[src/design/single_server_queue_tick_core_defines.svh]
// Shared assertion macros for the queue tick core.
`ifndef SINGLE_SERVER_QUEUE_TICK_CORE_DEFINES_SVH
`define SINGLE_SERVER_QUEUE_TICK_CORE_DEFINES_SVH

// Same-cycle implication, disabled during reset.
`define SSQT_ASSERT_IMPL(lbl, clk, rst, ante, cons) \
  lbl: assert property (@(posedge clk) disable iff (rst) (ante) |-> (cons)) \
    else $error("ssqt assertion failed");

// Next-cycle implication, disabled during reset.
`define SSQT_ASSERT_NEXT(lbl, clk, rst, ante, cons) \
  lbl: assert property (@(posedge clk) disable iff (rst) (ante) |=> (cons)) \
    else $error("ssqt assertion failed");

`endif

[src/design/ssqt_pkg.sv]
package ssqt_pkg;

  localparam int RING_SLOTS = 8;
  localparam int IDX_W      = (RING_SLOTS > 2) ? $clog2(RING_SLOTS) : 1;
  localparam int CNT_W      = (IDX_W + 1 > 3) ? IDX_W + 1 : 3;

  localparam int ID_W   = 16;
  localparam int TICK_W = 32;
  localparam int SVC_W  = 4;
  localparam int QD_W   = 3;

  // Command queue between front and back.
  localparam int CQ_DEPTH = 2;
  localparam int CQ_PTR_W = 1;
  localparam int CQ_CNT_W = 2;

  typedef logic [IDX_W-1:0] idx_t;

  // One tick transaction as classified by the front end.
  typedef struct packed {
    logic              arrives;
    logic [SVC_W-1:0]  svc;
    logic [ID_W-1:0]   id;
    logic [TICK_W-1:0] now;
  } cmd_t;

  typedef struct packed {
    logic full;
    logic empty;
  } cq_stat_t;

  function automatic idx_t next_slot(idx_t i);
    return (i == idx_t'(RING_SLOTS - 1)) ? '0 : idx_t'(i + 1'b1);
  endfunction

endpackage

[src/design/single_server_queue_tick_core.sv]
// Single-server FIFO queue, one tick per transaction.
// An accepted tick enters the command queue; its pop registers done and the results.
// Throughput: one tick per cycle; the back end pops a tick every cycle the queue holds one.
// busy rises only if the two-entry command queue fills, which cannot happen
// since done cannot be held off. Reset (rst, synchronous, active high) clears
// ids, tick count, ring pointers, server time and wait sum; ring data is not cleared.
module single_server_queue_tick_core (
  input  logic        clk,
  input  logic        rst,
  input  logic        start,
  output logic        busy,
  input  logic        arrives,
  input  logic [3:0]  service_len,
  output logic        done,
  output logic [31:0] tick_now,
  output logic [15:0] arrival_id,
  output logic        dropped,
  output logic        started,
  output logic [15:0] started_id,
  output logic [31:0] waited,
  output logic        busy_res,
  output logic [31:0] wait_total,
  output logic [2:0]  queued
);

  // Front end: numbers each tick transaction and stamps the arrival id.
  // Command queue: decouples the front from the ring/server back end.
  // Back end: enqueue, countdown or dequeue, saturating wait sum.

  ssqt_pkg::cq_stat_t cq_stat;
  ssqt_pkg::cmd_t     push_cmd;
  ssqt_pkg::cmd_t     head_cmd;
  logic               push;
  logic               pop;

  assign busy = cq_stat.full;

  ssqt_front u_front (
    .clk         (clk),
    .rst         (rst),
    .start       (start),
    .arrives     (arrives),
    .service_len (service_len),
    .cq_stat     (cq_stat),
    .push        (push),
    .cmd         (push_cmd)
  );

  ssqt_cmd_fifo u_cmd_fifo (
    .clk       (clk),
    .rst       (rst),
    .push      (push),
    .push_data (push_cmd),
    .pop       (pop),
    .head_data (head_cmd),
    .stat      (cq_stat)
  );

  ssqt_back u_back (
    .clk        (clk),
    .rst        (rst),
    .cq_stat    (cq_stat),
    .cmd        (head_cmd),
    .pop        (pop),
    .done       (done),
    .tick_now   (tick_now),
    .arrival_id (arrival_id),
    .dropped    (dropped),
    .started    (started),
    .started_id (started_id),
    .waited     (waited),
    .busy_res   (busy_res),
    .wait_total (wait_total),
    .queued     (queued)
  );

endmodule

[src/design/ssqt_front.sv]
module ssqt_front (
  input  logic                 clk,
  input  logic                 rst,
  input  logic                 start,
  input  logic                 arrives,
  input  logic [3:0]           service_len,
  input  ssqt_pkg::cq_stat_t   cq_stat,
  output logic                 push,
  output ssqt_pkg::cmd_t       cmd
);

  logic [ssqt_pkg::ID_W-1:0]   next_id;
  logic [ssqt_pkg::TICK_W-1:0] tick_counter;

  assign push = start && !cq_stat.full;

  always_comb begin
    cmd.arrives = arrives;
    cmd.svc     = service_len;
    cmd.id      = next_id;
    cmd.now     = tick_counter;
  end

  // ids and tick numbers depend only on the input stream
  always_ff @(posedge clk) begin
    if (rst) begin
      next_id      <= '0;
      tick_counter <= '0;
    end else if (push) begin
      tick_counter <= tick_counter + 1'b1;
      if (arrives) begin
        next_id <= next_id + 1'b1;
      end
    end
  end

endmodule

[src/design/ssqt_cmd_fifo.sv]
module ssqt_cmd_fifo (
  input  logic               clk,
  input  logic               rst,
  input  logic               push,
  input  ssqt_pkg::cmd_t     push_data,
  input  logic               pop,
  output ssqt_pkg::cmd_t     head_data,
  output ssqt_pkg::cq_stat_t stat
);

  ssqt_pkg::cmd_t                   mem [ssqt_pkg::CQ_DEPTH];
  logic [ssqt_pkg::CQ_PTR_W-1:0]    wr_ptr;
  logic [ssqt_pkg::CQ_PTR_W-1:0]    rd_ptr;
  logic [ssqt_pkg::CQ_CNT_W-1:0]    count;

  assign stat.full  = (count == ssqt_pkg::CQ_CNT_W'(ssqt_pkg::CQ_DEPTH));
  assign stat.empty = (count == '0);
  assign head_data  = mem[rd_ptr];

  always_ff @(posedge clk) begin
    if (push) begin
      mem[wr_ptr] <= push_data;
    end
  end

  always_ff @(posedge clk) begin
    if (rst) begin
      wr_ptr <= '0;
      rd_ptr <= '0;
      count  <= '0;
    end else begin
      if (push) wr_ptr <= wr_ptr + 1'b1;
      if (pop)  rd_ptr <= rd_ptr + 1'b1;
      case ({push, pop})
        2'b10:   count <= count + 1'b1;
        2'b01:   count <= count - 1'b1;
        default: count <= count;
      endcase
    end
  end

endmodule

[src/design/ssqt_back.sv]
`include "single_server_queue_tick_core_defines.svh"

module ssqt_back (
  input  logic                          clk,
  input  logic                          rst,
  input  ssqt_pkg::cq_stat_t            cq_stat,
  input  ssqt_pkg::cmd_t                cmd,
  output logic                          pop,
  output logic                          done,
  output logic [31:0]                   tick_now,
  output logic [15:0]                   arrival_id,
  output logic                          dropped,
  output logic                          started,
  output logic [15:0]                   started_id,
  output logic [31:0]                   waited,
  output logic                          busy_res,
  output logic [31:0]                   wait_total,
  output logic [2:0]                    queued
);

  logic [ssqt_pkg::ID_W-1:0]   ring_ids           [ssqt_pkg::RING_SLOTS];
  logic [ssqt_pkg::TICK_W-1:0] ring_arrival_ticks [ssqt_pkg::RING_SLOTS];
  logic [ssqt_pkg::SVC_W-1:0]  ring_service_lens  [ssqt_pkg::RING_SLOTS];

  ssqt_pkg::idx_t              head_index, head_index_next;
  ssqt_pkg::idx_t              tail_index, tail_index_next;
  logic [ssqt_pkg::SVC_W-1:0]  remaining_service, remaining_service_next;
  logic [ssqt_pkg::TICK_W-1:0] wait_sum, wait_sum_next;

  logic                        enq, drop_c, start_c, busy_c, bypass;
  ssqt_pkg::idx_t              hp;
  logic [ssqt_pkg::ID_W-1:0]   ent_id;
  logic [ssqt_pkg::TICK_W-1:0] ent_tick;
  logic [ssqt_pkg::SVC_W-1:0]  ent_svc;
  logic [ssqt_pkg::TICK_W-1:0] waited_c;
  logic [ssqt_pkg::TICK_W:0]   sum_c;
  logic [ssqt_pkg::CNT_W-1:0]  count_c;

  assign pop = !cq_stat.empty;

  always_comb begin
    enq     = cmd.arrives && (ssqt_pkg::next_slot(tail_index) != head_index);
    drop_c  = cmd.arrives && !enq;
    tail_index_next = enq ? ssqt_pkg::next_slot(tail_index) : tail_index;

    hp      = ssqt_pkg::next_slot(head_index);
    // head entry written in this same tick comes straight from the command
    bypass  = enq && (hp == tail_index_next);
    ent_id   = bypass ? cmd.id  : ring_ids[hp];
    ent_tick = bypass ? cmd.now : ring_arrival_ticks[hp];
    ent_svc  = bypass ? cmd.svc : ring_service_lens[hp];

    busy_c  = (remaining_service != '0);
    start_c = !busy_c && (head_index != tail_index_next);

    head_index_next        = head_index;
    remaining_service_next = remaining_service;
    wait_sum_next          = wait_sum;
    waited_c               = cmd.now - ent_tick;
    sum_c                  = {1'b0, wait_sum} + {1'b0, waited_c};

    if (busy_c) begin
      remaining_service_next = remaining_service - 1'b1;
    end else if (start_c) begin
      head_index_next        = hp;
      remaining_service_next = ent_svc;
      wait_sum_next          = sum_c[ssqt_pkg::TICK_W] ? '1 : sum_c[ssqt_pkg::TICK_W-1:0];
    end

    if (tail_index_next >= head_index_next) begin
      count_c = ssqt_pkg::CNT_W'(tail_index_next) - ssqt_pkg::CNT_W'(head_index_next);
    end else begin
      count_c = ssqt_pkg::CNT_W'(tail_index_next) + ssqt_pkg::CNT_W'(ssqt_pkg::RING_SLOTS)
              - ssqt_pkg::CNT_W'(head_index_next);
    end
  end

  always_ff @(posedge clk) begin
    if (pop && enq) begin
      ring_ids[tail_index_next]           <= cmd.id;
      ring_arrival_ticks[tail_index_next] <= cmd.now;
      ring_service_lens[tail_index_next]  <= cmd.svc;
    end
  end

  always_ff @(posedge clk) begin
    if (rst) begin
      head_index        <= '0;
      tail_index        <= '0;
      remaining_service <= '0;
      wait_sum          <= '0;
      done              <= 1'b0;
    end else begin
      done <= pop;
      if (pop) begin
        head_index        <= head_index_next;
        tail_index        <= tail_index_next;
        remaining_service <= remaining_service_next;
        wait_sum          <= wait_sum_next;
      end
    end
  end

  always_ff @(posedge clk) begin
    if (pop) begin
      tick_now   <= cmd.now;
      arrival_id <= cmd.arrives ? cmd.id : '0;
      dropped    <= drop_c;
      started    <= start_c;
      started_id <= start_c ? ent_id : '0;
      waited     <= start_c ? waited_c : '0;
      busy_res   <= busy_c;
      wait_total <= wait_sum_next;
      queued     <= count_c[ssqt_pkg::QD_W-1:0];
    end
  end

  `SSQT_ASSERT_IMPL(a_start_xor_busy, clk, rst, done, !(started && busy_res))
  `SSQT_ASSERT_NEXT(a_busy_counts, clk, rst, pop && remaining_service != '0,
                    done && busy_res && !started)
  `SSQT_ASSERT_NEXT(a_drop_when_full, clk, rst, pop && drop_c,
                    done && dropped && (started || queued == 3'(ssqt_pkg::RING_SLOTS - 1)))
  `SSQT_ASSERT_NEXT(a_sum_monotonic, clk, rst, pop, wait_sum >= $past(wait_sum))

endmodule
[config.mk]
export PLATFORM = sky130hd
export DESIGN_NAME = single_server_queue_tick_core
export DESIGN_NICKNAME = d
export VERILOG_FILES = /design/src/design/ssqt_pkg.sv /design/src/design/single_server_queue_tick_core.sv /design/src/design/ssqt_front.sv /design/src/design/ssqt_cmd_fifo.sv /design/src/design/ssqt_back.sv
export VERILOG_INCLUDE_DIRS = /design/src /design/src/design
export SDC_FILE = /design/constraint.sdc
export NUM_CORES = 1
export LEC_CHECK = 0
export ABC_AREA = 1
export BUFFER_PORTS_ARGS = -buffer_cell sky130_fd_sc_hd__clkbuf_2
export CORE_AREA = 2 2 266 268
export CTS_CLUSTER_SIZE = 14
export DETAILED_ROUTE_END_ITERATION = 6
export DIE_AREA = 0 0 268 270
export GPL_ROUTABILITY_DRIVEN = 0
export MAX_ROUTING_LAYER = met4
export PLACE_DENSITY = 0.66
export REMOVE_ABC_BUFFERS = 1
export SKIP_LAST_GASP = 1
export SYNTH_ARGS = -nofsm -noshare
export SYNTH_HDL_FRONTEND = slang
export SYNTH_SLANG_ARGS = --single-unit
export TNS_END_PERCENT = 5
[constraint.sdc]
create_clock -name clk -period 16.7 [get_ports clk]
set_clock_uncertainty 0.1 [all_clocks]
set_input_delay 0.835 -clock clk [delete_from_list [all_inputs] [get_ports clk]]
set_output_delay 0.835 -clock clk [all_outputs]
set_load 0.01 [all_outputs]
; ---- Yosys cells after proc, flatten, opt, wreduce, memory -nomap -nowiden
; Memories as Yosys holds them, arrays and structs flattened. A register that Yosys moved wholly into a read port is not among the register bits.
; Index checks and enable logic that the tools add are counted.
[word_totals]
reg_bits = 213
mem_bits_rw = 522
input_bits = 8
out_inout_bits = 136
word_cells = 84
mem_count = 4
[classes]
n_addsub = 14
order_cmp = 1
n_eq_ne = 8
n_mux = 20
bitwise = 1
reduce_logical = 18
[memory_table]
columns = name, words, word_bits, rd, rd_ports_with_merged_regs, wr, line
row1 = u_back.ring_arrival_ticks, 8, 32, 1, 0, 1, ssqt_back.sv:22  ; logic [ssqt_pkg::TICK_W-1:0] ring_arrival_ticks [ssqt_pkg::RING_SLOTS];
row2 = u_back.ring_ids, 8, 16, 1, 1, 1, ssqt_back.sv:21  ; logic [ssqt_pkg::ID_W-1:0] ring_ids [ssqt_pkg::RING_SLOTS];
row3 = u_cmd_fifo.mem, 2, 53, 1, 1, 1, ssqt_cmd_fifo.sv:11  ; ssqt_pkg::cmd_t mem [ssqt_pkg::CQ_DEPTH];
row4 = u_back.ring_service_lens, 8, 4, 1, 0, 1, ssqt_back.sv:23  ; logic [ssqt_pkg::SVC_W-1:0] ring_service_lens [ssqt_pkg::RING_SLOTS];
[ops]
columns = cell, n
row1 = $mux W32, 4
row2 = $add A32 B32 Y33, 1
row3 = $add A32 B1 Y32 const B, 1
row4 = $sub A32 B32 Y32, 1
row5 = $mux W3, 6
row6 = $add A16 B1 Y16 const B, 1
row7 = $mux W4, 3
row8 = $add A3 B1 Y3 const B, 3
row9 = $eq A3 B3 Y1 const B, 2
row10 = $logic_and A1 B1 Y1, 6
row11 = $logic_not A1 Y1, 6
row12 = $mux W1, 6
row13 = $ne A3 B3 Y1, 2
row14 = $sub A3 B3 Y3, 2
row15 = $eq A2 B2 Y1 const B, 2
row16 = $pmux W2 S2, 1
row17 = $reduce_and A2 Y1, 2
row18 = $reduce_bool A2 Y1, 2
row19 = $reduce_bool A4 Y1, 1
row20 = $sub A4 B1 Y4 const B, 1
row21 = $eq A3 B3 Y1, 1
row22 = $ge A3 B3 Y1, 1
row23 = $add A1 B1 Y1 const B, 2
row24 = $add A2 B1 Y2 const B, 1
row25 = 4 further kinds, 4

; ---- Logic depth before layout (Yosys ltp)
[logic_depth]
ltp_word = 13
mapped_depth = 48
mapped_depth_nobuf = 47

; ---- By module
; A second synthesis with hierarchy kept.
[hier_totals]
hier_cells = 3418
area_unflattened_um2 = 34767.1
[modules_own_cells]
columns = module, n_inst, cells_each, area_each_um2, seq_area_each_um2
row1 = ssqt_back, 1, 2807, 27776.6, 17376.7
row2 = ssqt_cmd_fifo, 1, 198, 4304.1, 3283.1
row3 = ssqt_front, 1, 413, 2686.3, 960.9

; ---- Worst setup path after synthesis
; Ideal clock, no wire load.
[synth_timing]
kind = reg2reg
from = register u_cmd_fifo.count[0] (netlist name)
to = register u_cmd_fifo.count[1] (netlist name)
setup_ps = 70
arrival_time_ps = 5912
t_required_ps = 16530
slack_ps = 10618
path_stages_with_launch = 11
n_path_buf = 2
synth_period_minus_slack_ps = 6082
cell_sequence = dfxtp_1 nor2_1 inv_1 clkbuf_1 clkbuf_1 ha_1 inv_1 nand2_1 nor2_1 o21ai_0 a21oi_1
[synth_via]
word_cells_on_any_way = 11
cone_classes = add/sub (2) / eq/ne (3) / mux (1) / reduce/logical (5)
[synth_rtl]
columns = element, line
row1 = start: declaration, ssqt_cmd_fifo.sv:14  ; logic [ssqt_pkg::CQ_CNT_W-1:0] count;
row2 = start signal: assignment, ssqt_cmd_fifo.sv:35  ; 2'b10: count <= count + 1'b1;
row3 = start signal: assignment, ssqt_cmd_fifo.sv:36  ; 2'b01: count <= count - 1'b1;
row4 = start signal: assignment, ssqt_cmd_fifo.sv:37  ; default: count <= count;
row5 = $logic_not A2 Y1 (*), ssqt_cmd_fifo.sv:17  ; assign stat.empty = (count == '0);
row6 = $logic_not A1 Y1 (*), ssqt_back.sv:39  ; assign pop = !cq_stat.empty;
row7 = named net pop, single_server_queue_tick_core.sv:34  ; logic pop;
row8 = $eq A2 B1 Y1 or $eq A2 B2 Y1 (tied branches), ssqt_cmd_fifo.sv:34  ; case ({push, pop})
row9 = $pmux W2 S2 or $reduce_bool A2 Y1 (tied branches), --
; Mark *: on every way through the listed nets, which the timed path passes. The rest lies on a longest branch.
; A chain may end at the register's enable or synchronous reset.

; ---- Worst setup path after layout
[layout_timing]
from = register u_back.head_index[0]
to = register u_back.wait_sum[29] (netlist name)
[layout_via]
elab_chain_len = 11
word_cells_on_any_way = 17
cone_classes = add/sub (3) / eq/ne (4) / mux (6) / reduce/logical (3) / memory (1)
[layout_lines]
columns = element, line
row1 = start: declaration, ssqt_back.sv:25  ; ssqt_pkg::idx_t head_index, head_index_next;
row2 = start signal: assignment, ssqt_back.sv:96  ; head_index <= head_index_next;
row3 = "parallel branches: the longest is 5 deep, another holds $mem_v2 Z8 W32", --
row4 = $mux W32 (*), ssqt_back.sv:50  ; ent_tick = bypass ? cmd.now : ring_arrival_ticks[hp];
row5 = $sub A32 B32 Y32 (*), ssqt_back.sv:59  ; waited_c = cmd.now - ent_tick;
row6 = "named net u_back.waited_c, one bit", ssqt_back.sv:35  ; logic [ssqt_pkg::TICK_W-1:0] waited_c;
row7 = $add A32 B32 Y33 (*), ssqt_back.sv:60  ; sum_c = {1'b0, wait_sum} + {1'b0, waited_c};
row8 = $mux W32 (*), ssqt_back.sv:67  ; wait_sum_next = sum_c[ssqt_pkg::TICK_W] ? '1 : sum_c[ssqt_pkg::TICK_W-1:0];
row9 = $mux W32 (*), ssqt_back.sv:64  ; end else if (start_c) begin
row10 = $mux W32 (*), ssqt_back.sv:62  ; if (busy_c) begin
row11 = end signal: assignment, ssqt_back.sv:99  ; wait_sum <= wait_sum_next;
row12 = end: declaration, ssqt_back.sv:28  ; logic [ssqt_pkg::TICK_W-1:0] wait_sum, wait_sum_next;
; Mark *: on every way through the listed nets, which the timed path passes.

==> impl_results.md <==
* Status: finished clean
* Most common cell after layout, fill and taps aside: nand2_1
* Worst Setup EP: u_back.wait_sum[29]$_SDFFE_PP0N_
* H-tree Lvls at 3
* CP Launch Type: register
* R2R setup slack at 8.54 ns
* CTS buffer count at 79
* CTS tree: yes
* Via count of the first global-routing pass at 23780
* Simple-gate share of the synthesized area at 20.77%
* CTS max path bufs at 3
* Ys async rst share at 0%
* Vias at approximately 25000
* Worst-margin pin slew at 1.276 ns
* Largest family of logic cells by synthesized area: simple AND/OR/NAND/NOR gates
* Most frequent CP cell: nand2_1
* Adder-cell share of the synthesized area at 2.857%
* Total iterations of the first detailed-routing run at 6
* Number of synthesis warnings at 0
* Syn Inst Count at roughly 3400
* Worst min-delay path class: in -> reg
* Register bit total from synthesis at between 700 and 800
* Chip width at 268 um
* Worst EP required at 17.10 ns
* CP Max Fanout at 50
* Antenna fix cells at 0
* I/O Pins at 144
* Initial Utilization at 49.62%
* Commonest cells after routing, fill and taps aside: nand2_1 (860), edfxtp_1 (656), nand3_1 (398), inv_1 (325), nor2_1 (264)
* Post-cts resize count at 0
* R2r startpoint: u_back.head_index[0]$_SDFFE_PP0N_
* Fin worst setup slack at 8.540 ns
* Clk pin slew, worst setup/hold paths at 0.06 ns
* Share of cells above drive strength 1 at between 10% and 20%
* # rows at 97
* Dpl hpwl at 53830 um
* Routed wire length at 88370 um
* Starting DRT DRC Count at roughly 2500
* Highest clock rate at 122.5 MHz
* Nets at 3633
* Max Slew Vio Count at 0
* Buffers inserted by post-CTS timing repair at 0
* Worst hold margin at 0.2974 ns
* Setup violations, final at 0
* Remaining antenna violation count at 0
* Worst setup EP type: register
* Synthesized cell area at 34510 um2
* Antenna violations before repair at 0
* Period utilisation layout at 48.86%
* Largest net degree at the start of global routing at 145
* RSZ-0062 raised after global routing: false
* Vias/cell at 5.491
* Die Y-Extent at 270 um
* Ys flop type: edfxtp_1
* First-pass GRT wire length at 136400 um
* Total GRT Usage at 25.07%
* Crit path DAT at 8.56 ns
* Kind of critical path: reg -> reg
* Post-synthesis xor/xnor area fraction at 1.269%
* # DRC at 0
* Max stage delay cell, worst path: a21oi_4
* Syn_area_per_cell at 10.05 um2
* TritonCTS Sinks at ~750
* Compound-gate portion of the synthesized area at 6.022%
* Maxcap violations at 0
* Routed length per instance at 19.40 um
* Final hold violations at 0
* CP max stage delay at roughly 0.73 ns
* Synth unique cells at 45
* I/O Buffers at 143
* Fillers at approximately 6000
* Crit path time final at 8.160 ns
* Worst Reg-to-Reg Cells at 33
* Die area at 72360 um2
* Post-synth EDFFs at 656
* Core Region at between 60000 and 70000 um2
* Latest clock arrival within the worst-skew pair at 0.64 ns
* Hold-fix buffers at CTS at 0
* Max transition margin at 14.85%
* Setup WS pre-CTS at 8.766 ns
* Mux share of post-synthesis cell area at 0.9790%
* Root Buffer: clkbuf_16
* Reg-to-Reg End: u_back.wait_sum[29]$_SDFFE_PP0N_
* Sequential area share after synthesis at 62.65%
* GRT overflow at 0
* CP Launch Point: u_back.head_index[0]$_SDFFE_PP0N_
* Layout area overhead at 12.61%
## kinds of logic (layout without fill, tap and decap cells)
| group | Yosys count | in the layout |
|---|---|---|
| buffers and inverters | 473 | 656 |
| and+or+nand+nor | 1677 | 1677 |
| AOI/OAI and AO/OA | 373 | 373 |
| DFF | 752 | 752 |
| adders and majority gates | 77 | 77 |
| muxes | 30 | 30 |
| xor gates and xnor gates | 50 | 50 |
## through the flow
| step | area [um2] | util (%) | TNS [ns] | instances |
|---|---|---|---|---|
| floorplan | 33890 | - | -221.67 | 3295 |
| global placement | 36130 | 51.96 | 0 | 4407 |
| detailed placement | 36130 | 51.96 | 0 | 4407 |
| CTS | 38860 | 55.88 | 0 | 4555 |
| global route | 38860 | 55.88 | 0 | 4555 |
| finish | 38860 | 55.88 | 0 | 4555 |
## worst min path at each step
stage / from / to / slack [ns] / cells after the start
after global placement: u_cmd_fifo.rd_ptr$_SDFFE_PP0N_ / register / 0.33 / 1
after floorplan: u_front.tick_counter[31]$_SDFFE_PP0P_ / u_cmd_fifo.mem[0][31]$_DFFE_PP_ / 0.33 / 0
after CTS: service_len[1] / u_cmd_fifo.mem[1][49]$_DFFE_PP_ / 0.27 / 1
after detailed placement: u_front.next_id[14]$_SDFFE_PP0P_ / u_cmd_fifo.mem[1][46]$_DFFE_PP_ / 0.34 / 0
final: service_len[1] / u_cmd_fifo.mem[1][49]$_DFFE_PP_ / 0.30 / 1
after global routing: service_len[1] / u_cmd_fifo.mem[0][49]$_DFFE_PP_ / 0.28 / 1
## state kept, by name (all words and copies together) (netlist names), 32 cells and up, named ones only
name / cells
u_back.wait_sum: 32
u_back.ring_arrival_ticks: 256
u_cmd_fifo.mem: 106
u_front.tick_counter: 32
u_back.tick_now: 32
u_back.wait_total: 32
u_back.ring_ids: 128
u_back.waited: 32
u_back.ring_service_lens: 32
## Yosys cell counts, types with 6 or more instances
cell type  count  area (um2)
a21oi_1      188       940.9
a221oi_1      34       297.8
and2_1        10       62.56
buf_1         12       45.04
buf_2         34       170.2
buf_6          7       78.83
clkbuf_1      81       304.0
dfxtp_1       96        1922
edfxtp_1     656       19700
ha_1          74       925.9
inv_1        327        1227
mux2_2        30       337.8
nand2_1      860        3228
nand2_2       16       100.1
nand3_1      398        1992
nand4_1       29       181.4
nor2_1       275        1032
nor3_1        41       205.2
nor3b_1        6       45.04
nor4_1         8       50.05
o21a_1         8       60.06
o21ai_0       86       430.4
o21ai_1       34       170.2
o221ai_1       6       52.55
or2_2         17       106.4
xnor2_1       22       192.7
xor2_1        28       245.2
## cell type report
class / count / area [um2] / share of cell area (%)
tap: 940 / 1176 / 3.027
sequential: 752 / 21620 / 55.64
multi-input combinational: 2207 / 11110 / 28.60
inverter: 336 / 1275 / 3.281
clock inverter: 43 / 549.3 / 1.413
timing repair buffer: 172 / 945.9 / 2.434
clock buffer: 105 / 2177 / 5.602
## layer usage
layer / up-vias / track usage (%) / part of all wire, %
li1: 11980 / - / -
met1: 11980 / 34.24 / 44
met2: 906 / 39.28 / 47
met3: 139 / 3.063 / 6.5
met4: 0 / 7.851 / 2.5
met5: - / - / 0
## critical path, delay by kind of cell, from the launching register on
kind	cells	cell delay, ns
AND/OR/NAND/NOR	17	2.04
buffers and inverters	4	1.25
XOR/XNOR	1	0.32
adder cells (fa/ha/maj)	4	1.55
AO/OA/AOI/OAI	7	2.29
flip-flops	1	0.40
Power is left out: the tool's default activity adds up to more than one toggle a clock period on the data nets, which glitch-free logic cannot reach.
